`config.mk`:
```
export PLATFORM = sky130hd
export DESIGN_NAME = stepper_ramp_pulse_generator
export DESIGN_NICKNAME = d
export VERILOG_FILES = /design/src/srpg_pkg.sv /design/src/srpg_div.sv /design/src/srpg_pulse.sv /design/src/stepper_ramp_pulse_generator.sv
export SDC_FILE = /design/constraint.sdc
export NUM_CORES = 1
export LEC_CHECK = 0
export BUFFER_PORTS_ARGS = -buffer_cell sky130_fd_sc_hd__buf_4
export CORE_UTILIZATION = 62
export DETAILED_ROUTE_END_ITERATION = 10
export PLACE_DENSITY_LB_ADDON = 0.3
export RECOVER_POWER = 50
export SKIP_LAST_GASP = 1
export SLEW_MARGIN = 5
export SYNTH_ARGS = -nofsm -noshare
export SYNTH_HDL_FRONTEND = slang
export SYNTH_SLANG_ARGS = --single-unit
```
`constraint.sdc`:
```
create_clock -name clk -period 6.25 [get_ports clk]
set_input_delay 1.875 -clock clk [delete_from_list [all_inputs] [get_ports clk]]
set_output_delay 1.875 -clock clk [all_outputs]
set_load 0.005 [all_outputs]
```
`src/srpg_pkg.sv`:
```
// shared types and constants for the stepper ramp pulse generator
// no dependencies; imported by every module of the block
`timescale 1ns / 1ps
`default_nettype none

package srpg_pkg;

	localparam int TICKS_PER_SECOND = 1000000;
	localparam int NUM_KEYS         = 8;

	localparam int KEY_W    = 8;
	localparam int ACCEL_W  = 10;
	localparam int SPEED_W  = 16;
	localparam int RAMP_W   = 16;
	localparam int PULSE_W  = 8;
	localparam int PERIOD_W = 20;
	localparam int CFG_IDX_W  = 8;
	localparam int CFG_DATA_W = 16;

	localparam logic [PERIOD_W-1:0] DIV_DIVIDEND = PERIOD_W'(TICKS_PER_SECOND);

	// configuration register indexes
	localparam logic [CFG_IDX_W-1:0] CFG_ACCEL_STEP  = 8'd0;
	localparam logic [CFG_IDX_W-1:0] CFG_MAX_SPEED   = 8'd1;
	localparam logic [CFG_IDX_W-1:0] CFG_RAMP_TICKS  = 8'd2;
	localparam logic [CFG_IDX_W-1:0] CFG_PULSE_TICKS = 8'd3;

	localparam logic [ACCEL_W-1:0] ACCEL_RESET  = 10'd1;
	localparam logic [SPEED_W-1:0] MAXSPD_RESET = 16'd3000;
	localparam logic [RAMP_W-1:0]  RAMP_RESET   = 16'd1000;
	localparam logic [PULSE_W-1:0] PULSE_RESET  = 8'd5;

	typedef enum logic [1:0] {
		ST_IDLE,
		ST_DIV,
		ST_PULSE,
		ST_OUT
	} seq_state_t;

	typedef struct packed {
		logic step_level;
		logic enable_level;
	} pulse_stat_t;

endpackage

`default_nettype wire

```
`src/srpg_div.sv`:
```
// restoring divider: TICKS_PER_SECOND / divisor, one quotient bit per cycle
// depends on srpg_pkg
`timescale 1ns / 1ps
`default_nettype none

module srpg_div import srpg_pkg::*; (
	input  wire logic               clk,
	input  wire logic               arst_n,
	input  wire logic               start,
	input  wire logic [SPEED_W-1:0] divisor,
	output logic                    busy,
	output logic                    done,
	output logic [PERIOD_W-1:0]     quotient
);

	localparam int CNT_W = $clog2(PERIOD_W);
	localparam logic [CNT_W-1:0] LAST_BIT = CNT_W'(PERIOD_W - 1);

	logic               busy_q;
	logic               done_q;
	logic [CNT_W-1:0]   cnt_q;
	logic [SPEED_W-1:0] rem_q;
	logic [SPEED_W-1:0] dvs_q;
	logic [PERIOD_W-1:0] quo_q;

	logic [SPEED_W:0]   shifted;
	logic [SPEED_W:0]   trial;
	logic               fits;
	logic [SPEED_W-1:0] rem_next;

	// quo_q shifts the dividend out at the top while quotient bits enter below
	always_comb begin
		shifted  = {rem_q, quo_q[PERIOD_W-1]};
		trial    = shifted - {1'b0, dvs_q};
		fits     = shifted >= {1'b0, dvs_q};
		rem_next = fits ? trial[SPEED_W-1:0] : shifted[SPEED_W-1:0];
	end

	always_ff @(posedge clk or negedge arst_n) begin
		if (!arst_n) begin
			busy_q <= 1'b0;
			done_q <= 1'b0;
			cnt_q  <= '0;
		end else begin
			done_q <= 1'b0;
			if (start) begin
				busy_q <= 1'b1;
				cnt_q  <= '0;
			end else if (busy_q) begin
				if (cnt_q == LAST_BIT) begin
					busy_q <= 1'b0;
					done_q <= 1'b1;
				end
				cnt_q <= cnt_q + 1'b1;
			end
		end
	end

	always_ff @(posedge clk) begin
		if (start) begin
			rem_q <= '0;
			dvs_q <= divisor;
			quo_q <= DIV_DIVIDEND;
		end else if (busy_q) begin
			rem_q <= rem_next;
			quo_q <= {quo_q[PERIOD_W-2:0], fits};
		end
	end

	assign busy     = busy_q;
	assign done     = done_q;
	assign quotient = quo_q;

endmodule

`default_nettype wire

```
`src/srpg_pulse.sv`:
```
// step pulse generator: latches a period, drives the pulse, runs one tick per fire
// depends on srpg_pkg
`timescale 1ns / 1ps
`default_nettype none

module srpg_pulse import srpg_pkg::*; (
	input  wire logic                clk,
	input  wire logic                arst_n,
	input  wire logic                fire,
	input  wire logic                speed_nz,
	input  wire logic [PERIOD_W-1:0] step_period,
	input  wire logic [PULSE_W-1:0]  pulse_ticks,
	output pulse_stat_t              stat
);

	logic                running_q;
	logic [PERIOD_W-1:0] phase_q;
	logic [PERIOD_W-1:0] latched_q;
	pulse_stat_t         stat_q;

	logic                start;
	logic                run;
	logic [PERIOD_W-1:0] pt_ext;
	logic [PERIOD_W-1:0] p_max;
	logic [PERIOD_W-1:0] p_lat;
	logic [PERIOD_W-1:0] lat;
	logic [PERIOD_W-1:0] ph;
	logic [PERIOD_W-1:0] ph_inc;
	logic                wrap;

	always_comb begin
		pt_ext = {{(PERIOD_W-PULSE_W){1'b0}}, pulse_ticks};
		start  = !running_q && speed_nz;
		run    = running_q || start;
		// period stretched to at least the pulse width, and never zero
		p_max  = (step_period < pt_ext) ? pt_ext : step_period;
		p_lat  = (p_max == '0) ? PERIOD_W'(1) : p_max;
		lat    = start ? p_lat : latched_q;
		ph     = start ? '0 : phase_q;
		ph_inc = ph + 1'b1;
		wrap   = ph_inc >= lat;
	end

	always_ff @(posedge clk or negedge arst_n) begin
		if (!arst_n) begin
			running_q <= 1'b0;
			phase_q   <= '0;
			latched_q <= '0;
			stat_q    <= '{step_level: 1'b0, enable_level: 1'b1};
		end else if (fire) begin
			latched_q <= lat;
			stat_q.enable_level <= !run;
			stat_q.step_level   <= run && (ph < pt_ext);
			if (run) begin
				running_q <= !wrap;
				phase_q   <= wrap ? '0 : ph_inc;
			end
		end
	end

	assign stat = stat_q;

endmodule

`default_nettype wire

```
`src/stepper_ramp_pulse_generator.sv`:
```
// top level: config registers, ramp timer, sequencer, output register
// depends on srpg_pkg, srpg_div, srpg_pulse
//
// channel  dir  handshake            payload
// in       in   in_valid / in_stall  key_levels_n
// out      out  out_valid / out_stall step_out, enable_n, speed, period_us
// cfg      in   cfg_valid / cfg_ready cfg_index, cfg_data
//
// a tick with no division: accept, pulse step, result beat
// a ramp update to a nonzero speed also passes through the divider state before the pulse step
// one tick at a time: in_stall is high from accept until the result beat leaves
// out_stall holds the result register; cfg_ready is always high
// reset clears the sequencer, ramp state and pulse generator to idle
`timescale 1ns / 1ps
`default_nettype none

module stepper_ramp_pulse_generator import srpg_pkg::*; (
	input  wire logic                  clk,
	input  wire logic                  arst_n,
	input  wire logic                  in_valid,
	output logic                       in_stall,
	input  wire logic [KEY_W-1:0]      key_levels_n,
	output logic                       out_valid,
	input  wire logic                  out_stall,
	output logic                       step_out,
	output logic                       enable_n,
	output logic [SPEED_W-1:0]         speed,
	output logic [PERIOD_W-1:0]        period_us,
	input  wire logic                  cfg_valid,
	output logic                       cfg_ready,
	input  wire logic [CFG_IDX_W-1:0]  cfg_index,
	input  wire logic [CFG_DATA_W-1:0] cfg_data
);

	logic [ACCEL_W-1:0]  accel_q;
	logic [SPEED_W-1:0]  max_speed_q;
	logic [RAMP_W-1:0]   ramp_ticks_q;
	logic [PULSE_W-1:0]  pulse_ticks_q;

	seq_state_t          state_q, state_d;
	logic [RAMP_W-1:0]   ramp_count_q;
	logic [SPEED_W-1:0]  velocity_q;
	logic [PERIOD_W-1:0] period_q;
	logic                out_valid_q;

	logic                in_acc;
	logic                out_acc;
	logic                pressed;
	logic [RAMP_W-1:0]   interval;
	logic [RAMP_W:0]     count_inc;
	logic                ramp_hit;
	logic [SPEED_W:0]    v_sum;
	logic [SPEED_W-1:0]  v_new;
	logic                div_start;
	logic                div_busy;
	logic                div_done;
	logic [PERIOD_W-1:0] div_quo;
	logic                fire;
	pulse_stat_t         pstat;

	assign cfg_ready = 1'b1;
	assign in_acc    = in_valid && !in_stall;
	assign out_acc   = out_valid_q && !out_stall;

	always_ff @(posedge clk or negedge arst_n) begin
		if (!arst_n) begin
			accel_q       <= ACCEL_RESET;
			max_speed_q   <= MAXSPD_RESET;
			ramp_ticks_q  <= RAMP_RESET;
			pulse_ticks_q <= PULSE_RESET;
		end else if (cfg_valid && cfg_ready) begin
			unique case (cfg_index)
				CFG_ACCEL_STEP:  accel_q       <= cfg_data[ACCEL_W-1:0];
				CFG_MAX_SPEED:   max_speed_q   <= cfg_data[SPEED_W-1:0];
				CFG_RAMP_TICKS:  ramp_ticks_q  <= cfg_data[RAMP_W-1:0];
				CFG_PULSE_TICKS: pulse_ticks_q <= cfg_data[PULSE_W-1:0];
				default: ;
			endcase
		end
	end

	// ramp timer and speed step, evaluated in the accept cycle
	always_comb begin
		pressed   = key_levels_n[NUM_KEYS-1:0] != {NUM_KEYS{1'b1}};
		interval  = (ramp_ticks_q == '0) ? RAMP_W'(1) : ramp_ticks_q;
		count_inc = {1'b0, ramp_count_q} + 1'b1;
		ramp_hit  = count_inc >= {1'b0, interval};
		v_sum     = {1'b0, velocity_q} + {{(SPEED_W+1-ACCEL_W){1'b0}}, accel_q};
		if (pressed) begin
			v_new = (v_sum > {1'b0, max_speed_q}) ? max_speed_q : v_sum[SPEED_W-1:0];
		end else begin
			v_new = (velocity_q >= {{(SPEED_W-ACCEL_W){1'b0}}, accel_q})
				? velocity_q - {{(SPEED_W-ACCEL_W){1'b0}}, accel_q} : '0;
		end
		div_start = in_acc && ramp_hit && (v_new != '0);
	end

	always_ff @(posedge clk or negedge arst_n) begin
		if (!arst_n) begin
			ramp_count_q <= '0;
			velocity_q   <= '0;
			period_q     <= '0;
		end else begin
			if (in_acc) begin
				if (ramp_hit) begin
					ramp_count_q <= '0;
					velocity_q   <= v_new;
				end else begin
					ramp_count_q <= count_inc[RAMP_W-1:0];
				end
			end
			if (div_done) begin
				period_q <= div_quo;
			end
		end
	end

	always_ff @(posedge clk or negedge arst_n) begin
		if (!arst_n) begin
			state_q <= ST_IDLE;
		end else begin
			state_q <= state_d;
		end
	end

	always_comb begin
		state_d  = state_q;
		in_stall = 1'b1;
		fire     = 1'b0;
		unique case (state_q)
			ST_IDLE: begin
				in_stall = 1'b0;
				if (in_valid) begin
					state_d = div_start ? ST_DIV : ST_PULSE;
				end
			end
			ST_DIV: begin
				if (div_done) begin
					state_d = ST_PULSE;
				end
			end
			ST_PULSE: begin
				fire    = 1'b1;
				state_d = ST_OUT;
			end
			ST_OUT: begin
				if (out_acc) begin
					state_d = ST_IDLE;
				end
			end
			default: state_d = ST_IDLE;
		endcase
	end

	always_ff @(posedge clk or negedge arst_n) begin
		if (!arst_n) begin
			out_valid_q <= 1'b0;
		end else if (fire) begin
			out_valid_q <= 1'b1;
		end else if (out_acc) begin
			out_valid_q <= 1'b0;
		end
	end

	srpg_div u_div (
		.clk      (clk),
		.arst_n   (arst_n),
		.start    (div_start),
		.divisor  (v_new),
		.busy     (div_busy),
		.done     (div_done),
		.quotient (div_quo)
	);

	srpg_pulse u_pulse (
		.clk         (clk),
		.arst_n      (arst_n),
		.fire        (fire),
		.speed_nz    (velocity_q != '0),
		.step_period (period_q),
		.pulse_ticks (pulse_ticks_q),
		.stat        (pstat)
	);

	assign out_valid = out_valid_q;
	assign step_out  = pstat.step_level;
	assign enable_n  = pstat.enable_level;
	assign speed     = velocity_q;
	assign period_us = period_q;

	// the divider is running for the whole of the divide state
	a_div_busy: assert property (@(posedge clk) disable iff (!arst_n)
		state_q == ST_DIV |-> div_busy || div_done)
		else $error("divide state without active divider");

	// the period only moves when a division finishes
	a_period_src: assert property (@(posedge clk) disable iff (!arst_n)
		!$stable(period_q) |-> $past(div_done))
		else $error("period changed without division");

	// a result beat waits only in the output state
	a_out_state: assert property (@(posedge clk) disable iff (!arst_n)
		out_valid_q |-> state_q == ST_OUT)
		else $error("result valid outside output state");

	// an accepted tick always leaves idle
	a_accept_busy: assert property (@(posedge clk) disable iff (!arst_n)
		in_acc |=> state_q != ST_IDLE)
		else $error("sequencer stayed idle after accept");

endmodule

`default_nettype wire

```
-- After elaboration in Yosys (flattened, before gate mapping)
Index checks and enable logic that the tools add are counted.
- add/sub/neg operators: 6
- $mul: 0
- divide/modulo/power cells: 0
- $lt $le $gt $ge: 7
- equality and inequality tests: 11
- shift-type cells: 0
- mux-type cells: 28
- bitwise operators: 0
- reductions and logical operators: 26
- operators with widths (kind ; number):
    2-to-1 mux 20 bit ; 5
    2-to-1 mux 16 bit ; 6
    < comparator 20 x 8 -> 1 bit ; 2
    >= comparator 17 x 16 -> 1 bit ; 2
    nonzero test 16 bit ; 2
    adder 20 x 1 -> 20 bit (second input constant) ; 1
    >= comparator 20 bit ; 1
    logical NOT 20 bit ; 1
    adder 16 x 1 -> 17 bit (second input constant) ; 1
    adder 16 x 10 -> 17 bit ; 1
    > comparator 17 x 16 -> 1 bit ; 1
    equality test 8 x 2 -> 1 bit (second input constant) ; 2
    >= comparator 16 x 10 -> 1 bit ; 1
    logical NOT 16 bit ; 1
    subtractor 16 x 10 -> 16 bit ; 1
    subtractor 16 bit ; 1
    AND reduction 2 bit ; 6
    2-to-1 mux 1 bit ; 10
    2-to-1 mux 5 bit ; 2
    equality test 8 x 1 -> 1 bit (second input constant) ; 1
    logical NOT 8 bit ; 1
    2-to-1 mux 2 bit ; 4
    != test 8 bit (second input constant) ; 1
    one-hot mux 2 bit (4 select lines) ; 1
    other kinds (12) ; 23
- flip-flop bits (word level): 207
- bits in latches: 0
- RAM bits: 0
- memory bits (read-only): 0
- input bits: 37
- output and inout port bits: 41
- logic and storage cells: 98
- memories kept: 0

-- Depth between registers and ports, before layout
Gate-level depths: netlist (run 1).
- depth after elaboration: 9
- mapped depth: 25
- mapped depth without buffers: 22

-- Hierarchy
A second synthesis (run 1) with hierarchy kept.
- cell total of the unflattened synthesis: 1394
- area, all modules: 13550.5 sq um
- modules (own cells, without submodules) (module ; instances ; cells an instance ; area each (sq um) ; sequential area each (sq um)):
    stepper_ramp_pulse_generator ; 1 ; 725 ; 7175.6 ; 2647.5
    srpg_pulse ; 1 ; 359 ; 3315.7 ; 1077.3
    srpg_div ; 1 ; 310 ; 3059.2 ; 1376.3

-- Worst setup path after synthesis (run 1)
OpenSTA, ideal clock, no wires.
- path type: flip-flop to flip-flop
- from: register velocity_q[13], in the netlist speed[13]
- to: register u_pulse.phase_q[10]
- arrival time: 5.049 ns
- required time: 6.184 ns
- setup slack: 1.134 ns
- stages on the path, launching flop included: 26
- path buffers: 4
- clock period less this slack: 5.116 ns
- cell sequence: dfrtp_1 clkbuf_1 nor4_1 nand4_1 nand2b_1 clkbuf_1 clkbuf_1 and2_1 ha_1 nand3_1 nor3_1 nand2_1 xor2_1 nor2_1 ha_1 a21o_1 a21oi_1 nor2b_1 o21ai_0 nand2b_1 a21oi_1 o21ai_0 a31o_2 nor3b_1 clkbuf_1 a22o_1
- longest elaborated chain between the ends: 6
- elaborated cells on any way between the ends: 9
- ends and longest elaborated chain (item ; line ; text):
    start, declared ; stepper_ramp_pulse_generator.sv:42 ; logic [SPEED_W-1:0] velocity_q;
    start signal, assigned ; stepper_ramp_pulse_generator.sv:107 ; velocity_q <= v_new;
    nonzero test 16 bit (*) ; stepper_ramp_pulse_generator.sv:179 ; .speed_nz (velocity_q != '0),
    logical AND 1 bit (*) ; srpg_pulse.sv:33 ; start = !running_q && speed_nz;
    2-to-1 mux 20 bit ; srpg_pulse.sv:39 ; ph = start ? '0 : phase_q;
    adder 20 x 1 -> 20 bit ; srpg_pulse.sv:40 ; ph_inc = ph + 1'b1;
    >= comparator 20 bit ; srpg_pulse.sv:41 ; wrap = ph_inc >= lat;
    2-to-1 mux 20 bit ; srpg_pulse.sv:56 ; phase_q <= wrap ? '0 : ph_inc;
    end signal, assigned ; srpg_pulse.sv:56 ;
    end, declared ; srpg_pulse.sv:17 ; logic [PERIOD_W-1:0] phase_q;
Mark *: on every way between the ends. The rest lies on a longest branch, timed or not.
A chain may end at the register's enable or synchronous reset.

-- Worst setup path after layout (run 1)
- from: register velocity_q[6], in the netlist speed[6]
- to: register u_div.dvs_q[1], enable pin
- longest elaborated chain between the ends: 6
- elaborated cells on any way between the ends: 9
- ends and longest elaborated chain (item ; line ; text):
    adder 16 x 10 -> 17 bit ; stepper_ramp_pulse_generator.sv:88 ; v_sum = {1'b0, velocity_q} + {{(SPEED_W+1-ACCEL_W){1'b0}}, accel_q};
    > comparator 17 x 16 -> 1 bit ; stepper_ramp_pulse_generator.sv:90 ; v_new = (v_sum > {1'b0, max_speed_q}) ? max_speed_q : v_sum[SPEED_W-1:0];
    2-to-1 mux 16 bit ; stepper_ramp_pulse_generator.sv:90 ;
    2-to-1 mux 16 bit (*) ; stepper_ramp_pulse_generator.sv:89 ; if (pressed) begin
    named net u_div.divisor[8] ; srpg_div.sv:10 ; input wire logic [SPEED_W-1:0] divisor,
    nonzero test 16 bit (*) ; stepper_ramp_pulse_generator.sv:95 ; div_start = in_acc && ramp_hit && (v_new != '0);
    logical AND 1 bit (*) ; stepper_ramp_pulse_generator.sv:95 ;
    end signal, assigned ; srpg_div.sv:62 ; dvs_q <= divisor;
    end, declared ; srpg_div.sv:23 ; logic [SPEED_W-1:0] dvs_q;
Mark *: on every way through the listed nets, which the timed path passes. The rest lies on a longest branch.

==> results.txt, run 1 <==
Run status - complete, but fails checks
Failing checks - capacitance limit, slew limit
Synth Register Bits - 207
Crit path kind - register to register
Sequential fraction of the synthesis area - 0.390
Number of DRC markers in iteration 0 - 685
Total GRT Usage - 0.299
GP Congestion - 0.994
Flop2flop setup slack - 0.52 ns
Hold Crit Class - register to register
Worst IR Drop VDD - 285 uV
Worst-path fanout max - 48
Area Growth Syn to Fin - 11.8%
First-pass GRT wire length - 52200 um
P_leak - 6.73 nW
Post-cts sizing count - 0
Worst path arrival time - 5.91 ns
Synth cell types - 82
Clock Sinks - 207
Core area - 20500 um^2
CTS Buffer Depth - 3
CTS tree - built
Cell Count, Final, Fillers Out - 1710
H-tree levels - 1
Final period util - 0.916
Max Freq - 175 MHz
Post-route DRC - 0
IO Pins - 78
Hold-fix buffers, CTS - 0
Endpoint with the worst hold slack - u_pulse.latched_q[3]
Unrepaired setup endpoints after global routing - false
Placed insts - 1668
Hold-critical path depth - 2
Crit end category - register
R2R cell count - 19
Post-route ant nets - 0
Syn. warnings - 0
Post-synth EDFFs - 16
Fraction of registers with async set/reset - 0.749
Die Height - 147 um
Die area - 21700 um^2
FF-to-FF End - u_div.dvs_q[1]
Nets - 1573
Vias/cell - 6.14
Delay-heaviest family, CP - simple AND/OR/NAND/NOR gates
Post-synth top area cell - dfrtp_1
Gate Count Post-Synth - 1362
Power per cell area - 533 nW/um^2
Critical Path Source Type - register
Ant. Diodes - 0
Final worst path period need - 5.73 ns
Mapped Avg Cell Area - 9.61 um^2
Most frequent cells in the layout - 137 x dfrtp_1, 110 x ha_1, 107 x nor2_1, 95 x nand2_1, 88 x inv_1
Max-cap violations - 1
Share of the synthesized area in the top cell type - 0.264
Rows - 52
GRT overflow - 0
Worst-margin pin slew - 4.03 ns
CP Cell Sequence - ha_1 > or3b_1 > a311oi_2 > and2b_1 > and3b_1 > or2_2 > ha_1 > nand4_1 > nor3_1 > a21oi_1 > o31ai_1 > buf_4 > nand2_1 > o311ai_0 > buf_4 > nor4_1 > nand4b_1 > o21ba_2 > buf_12
WHS - 0.486 ns
Slowest cell on the critical path - o311ai_0
Post-Syn Nets - 1512
Port bufs - 76
Total Negative Setup Slacks - 0 ns
Hold Crit Start - u_pulse.latched_q[3]
Final setup fails - 0
Die W - 147 um
WL final - 31800 um
Ratio of cells with drive above 1 in the final layout - 0.173
Antenna violations before repair - 0
Slew headroom - -1.69
Crit path largest cell delay - 0.77 ns
Post-CTS Repair Setup Buffers - 0
Vias post-DR - 10500
Clock skew - 0.0211 ns
Hold Vio Cnt, Final - 0
Synth area leaders - dfrtp_1 26%, ha_1 11%, mux2_2 6.5%
Cts bufs inserted - 23
Ys flop type - dfrtp_1
Max-slew violations - 76
DR pass1 iterations - 8
Critical Path RT - 6.44 ns
Cell Area, Synth - 13100 um^2
Worst-skew pair later-pin latency - 0.52 ns
Pin count of the biggest net entering global routing - 76
CP Buf/Inv Count - 3
Worst r2r src - speed[6]
Starting density of the core - 0.639
Vias in the first global route - 10200
Worst-path clk slew - 0.06 ns
Root Buffer - clkbuf_16
Dpl hpwl - 23400 um
DR WL/cell - 18.6 um
Most common cell after layout, fill and taps aside - dfrtp_1
[worst max-delay path by stage]
stage	from	to	slack, ns	depth (start not counted)
5_1_grt	speed[1]	u_div.quotient[19]	0.19	18
3_3_place_gp	speed[6]	u_div.dvs_q[0]	0.72	19
4_1_cts	speed[6]	u_div.quotient[19]	0.57	16
6_report	speed[6]	u_div.dvs_q[1]	0.52	19
2_1_floorplan	speed[13]	u_pulse.phase_q[10]	1.13	25
3_5_place_dp	speed[6]	u_div.quotient[19]	0.59	16
[cell families after synthesis]
kind of cell               synth area share
buffers and inverters                0.0452
and+or+nand+nor                       0.153
muxes                                 0.101
AOI/OAI and AO/OA                     0.157
adders and majority gates             0.110
DFF                                   0.390
other                              0.000286
xor gates and xnor gates             0.0441
[sequential cells by signal (all words and copies together) (netlist names)]
signal / count
accel_q: 10
max_speed_q: 16
out_valid: 1
period_us: 20
pulse_ticks_q: 8
ramp_count_q: 16
ramp_ticks_q: 16
speed: 16
state_q: 2
u_div.busy: 1
u_div.cnt_q: 5
u_div.done: 1
u_div.dvs_q: 16
u_div.quotient: 20
u_div.rem_q: 16
u_pulse.latched_q: 20
u_pulse.phase_q: 20
u_pulse.running_q: 1
u_pulse.stat: 2
[metal layers]
metal	GRT usage	vias to the layer above	share of wire
met4	0.0887	0	0.024
li1	-	5036	-
met5	0	-	0
met3	0.0339	56	0.056
met1	0.426	5102	0.46
met2	0.479	309	0.46
[cell type report]
cell class,instances,area (um^2)
clock buffers,37,678
clock inverters,5,82.6
fillers,1560,5850
inverters,88,330
multi-input cells,1009,7410
flip-flops and latches,207,5100
well taps,270,338
repair buffers,94,696
[metrics by stage]
stage / total power, mW / util / cell area [um^2] / worst slack [ns]
2_1_floorplan: 5.14 / - / 13100 / 1.13
3_3_place_gp: 6.27 / 0.679 / 13900 / 0.719
3_5_place_dp: 6.38 / 0.679 / 13900 / 0.586
4_1_cts: 7.79 / 0.716 / 14700 / 0.566
5_1_grt: 8.36 / 0.714 / 14600 / 0.194
6_report: 7.80 / 0.714 / 14600 / 0.523
[where the power goes]
part	total, mW	internal (mW)	switching, mW
logic	4.25	1.82	2.43
clock network	1.37	0.825	0.542
registers	2.18	1.82	0.368
[synthesized netlist by cell type (16+ instances only)]
cell type / n
nand3_1: 31
dfrtp_1: 138
edfxtp_1: 16
inv_1: 88
mux2i_1: 47
nor3_1: 20
nand4_1: 31
xor2_1: 32
dfxtp_1: 36
nor4_1: 23
a21oi_1: 66
nand2_1: 95
dfstp_2: 17
a22o_1: 17
o21ai_0: 74
a21o_1: 23
xnor2_1: 34
o21a_1: 25
clkbuf_1: 49
nor2_1: 107
mux2_2: 76
nand2b_1: 18
ha_1: 110
[worst min-delay path: cells and delay by family, from the launching register on]
family             cells  cell delay [ns]
DFF                    1             0.34
AOI/OAI and AO/OA      1             0.06
and+or+nand+nor        1             0.05
(Power assumes the default switching activity.)
==> run 2: changes to the inputs <==
- CELL_PAD_IN_SITES_DETAIL_PLACEMENT: not set -> 1
- CELL_PAD_IN_SITES_GLOBAL_PLACEMENT: not set -> 2
- CORE_UTILIZATION: 62 -> 40
==> results.txt, run 2 (synthesis gave the netlist of run 1 again) <==
Antenna violations before repair - 0
Critical Path RT - 6.62 ns
GRT overflow - 0
Die Height - 183 um
Clock Sinks - 207
Cell Count, Final, Fillers Out - 1885
Hold-critical path depth - 2
Ant. Diodes - 0
CTS Buffer Depth - 3
Port bufs - 76
Core area - 31900 um^2
Worst path arrival time - 6.13 ns
GP Congestion - 0.919
Hold-fix buffers, CTS - 0
Nets - 1581
Power per cell area - 538 nW/um^2
Worst-path fanout max - 13
Die W - 183 um
WL final - 37600 um
Post-route ant nets - 0
Post-cts sizing count - 0
Worst-margin pin slew - 4.37 ns
Ratio of cells with drive above 1 in the final layout - 0.181
Placed insts - 1839
Vias in the first global route - 10900
First-pass GRT wire length - 61200 um
Run status - complete, but fails checks
Hold Vio Cnt, Final - 0
Post-CTS Repair Setup Buffers - 0
DR pass1 iterations - 5
R2R cell count - 16
DR WL/cell - 19.9 um
Pin count of the biggest net entering global routing - 81
Slew headroom - -1.91
Unrepaired setup endpoints after global routing - false
Post-route DRC - 0
Starting density of the core - 0.411
Worst-path clk slew - 0.06 ns
H-tree levels - 1
Critical Path Source Type - register
Die area - 33500 um^2
Vias post-DR - 10500
Root Buffer - clkbuf_16
Final period util - 0.922
Hold Crit Class - register to register
Final setup fails - 0
Dpl hpwl - 27700 um
Max-slew violations - 116
Failing checks - capacitance limit, slew limit
Worst IR Drop VDD - 275 uV
Max-cap violations - 3
Max Freq - 174 MHz
P_leak - 6.79 nW
Clock skew - 0.0177 ns
Worst-skew pair later-pin latency - 0.53 ns
Most common cell after layout, fill and taps aside - dfrtp_1
CTS tree - built
Number of DRC markers in iteration 0 - 535
Crit path kind - register to register
Crit end category - register
IO Pins - 78
Final worst path period need - 5.76 ns
Total Negative Setup Slacks - 0 ns
Most frequent cells in the layout - 137 x dfrtp_1, 110 x ha_1, 107 x nor2_1, 95 x nand2_1, 88 x inv_1
Vias/cell - 5.56
Rows - 65
Area Growth Syn to Fin - 14.3%
Total GRT Usage - 0.229
Cts bufs inserted - 25
run 2: where the power goes:
group          leakage (nW)  switching, mW  total (mW)  internal [mW]
logic                  4.08           2.52        4.38           1.86
registers              2.31          0.378        2.19           1.82
clock network         0.403          0.616        1.47          0.853
total                  6.79           3.52        8.04           4.53
run 2: layout make-up:
type / instances / area (um^2)
fillers: 3646 / 16900
clock buffers: 32 / 672
well taps: 435 / 544
repair buffers: 100 / 749
flip-flops and latches: 207 / 5100
multi-input cells: 1009 / 7410
inverters: 88 / 330
clock inverters: 14 / 149
run 2: final timing paths:
check | start | to | slack (ns)
setup / recovery | speed[2] | u_div.quotient[19] | 0.49
hold / removal | u_pulse.latched_q[6] | u_pulse.latched_q[6] | 0.49
setup reg to reg | speed[2] | u_div.quotient[19] | 0.49
hold reg to reg | u_pulse.latched_q[6] | u_pulse.latched_q[6] | 0.49
max in group asynchronous | arst_n | period_us[6] | 0.88
min in group asynchronous | arst_n | ramp_count_q[10] | 2.89
run 2: metrics by stage:
step / util / power (mW) / setup slack, ns / hold WS (ns) / area (um^2)
floorplan: - / 5.14 / 1.13 / 0.451 / 13100
global placement: 0.445 / 6.45 / 0.675 / 0.466 / 14200
global route: 0.469 / 8.67 / 0.0443 / 0.510 / 15000
detailed placement: 0.445 / 6.56 / 0.517 / 0.473 / 14200
finish: 0.469 / 8.04 / 0.489 / 0.488 / 15000
CTS: 0.470 / 8.11 / 0.496 / 0.488 / 15000
run 2: worst max-delay path, cell delays in order, from the launching register on:
cell and delay (ns):
dfrtp_1 0.43, ha_1 0.47, nand2b_1 0.22, a2111o_1 0.47
nand4_1 0.26, a21boi_0 0.16, or2_2 0.31, ha_1 0.30
nand4_1 0.12, nor3_1 0.27, o31a_1 0.20, o31a_1 0.52
nor2_4 0.11, a31o_2 0.28, or4b_2 0.72, nor2_1 0.56
o221ai_1 0.18
run 2: per-layer routing:
layer  global-route usage  vias up  share of wire
li1                     -     5037              -
met1                0.329     5258           0.49
met2                0.375      149           0.46
met3               0.0212       38          0.027
met4               0.0483        0          0.019
met5                    0        -              0
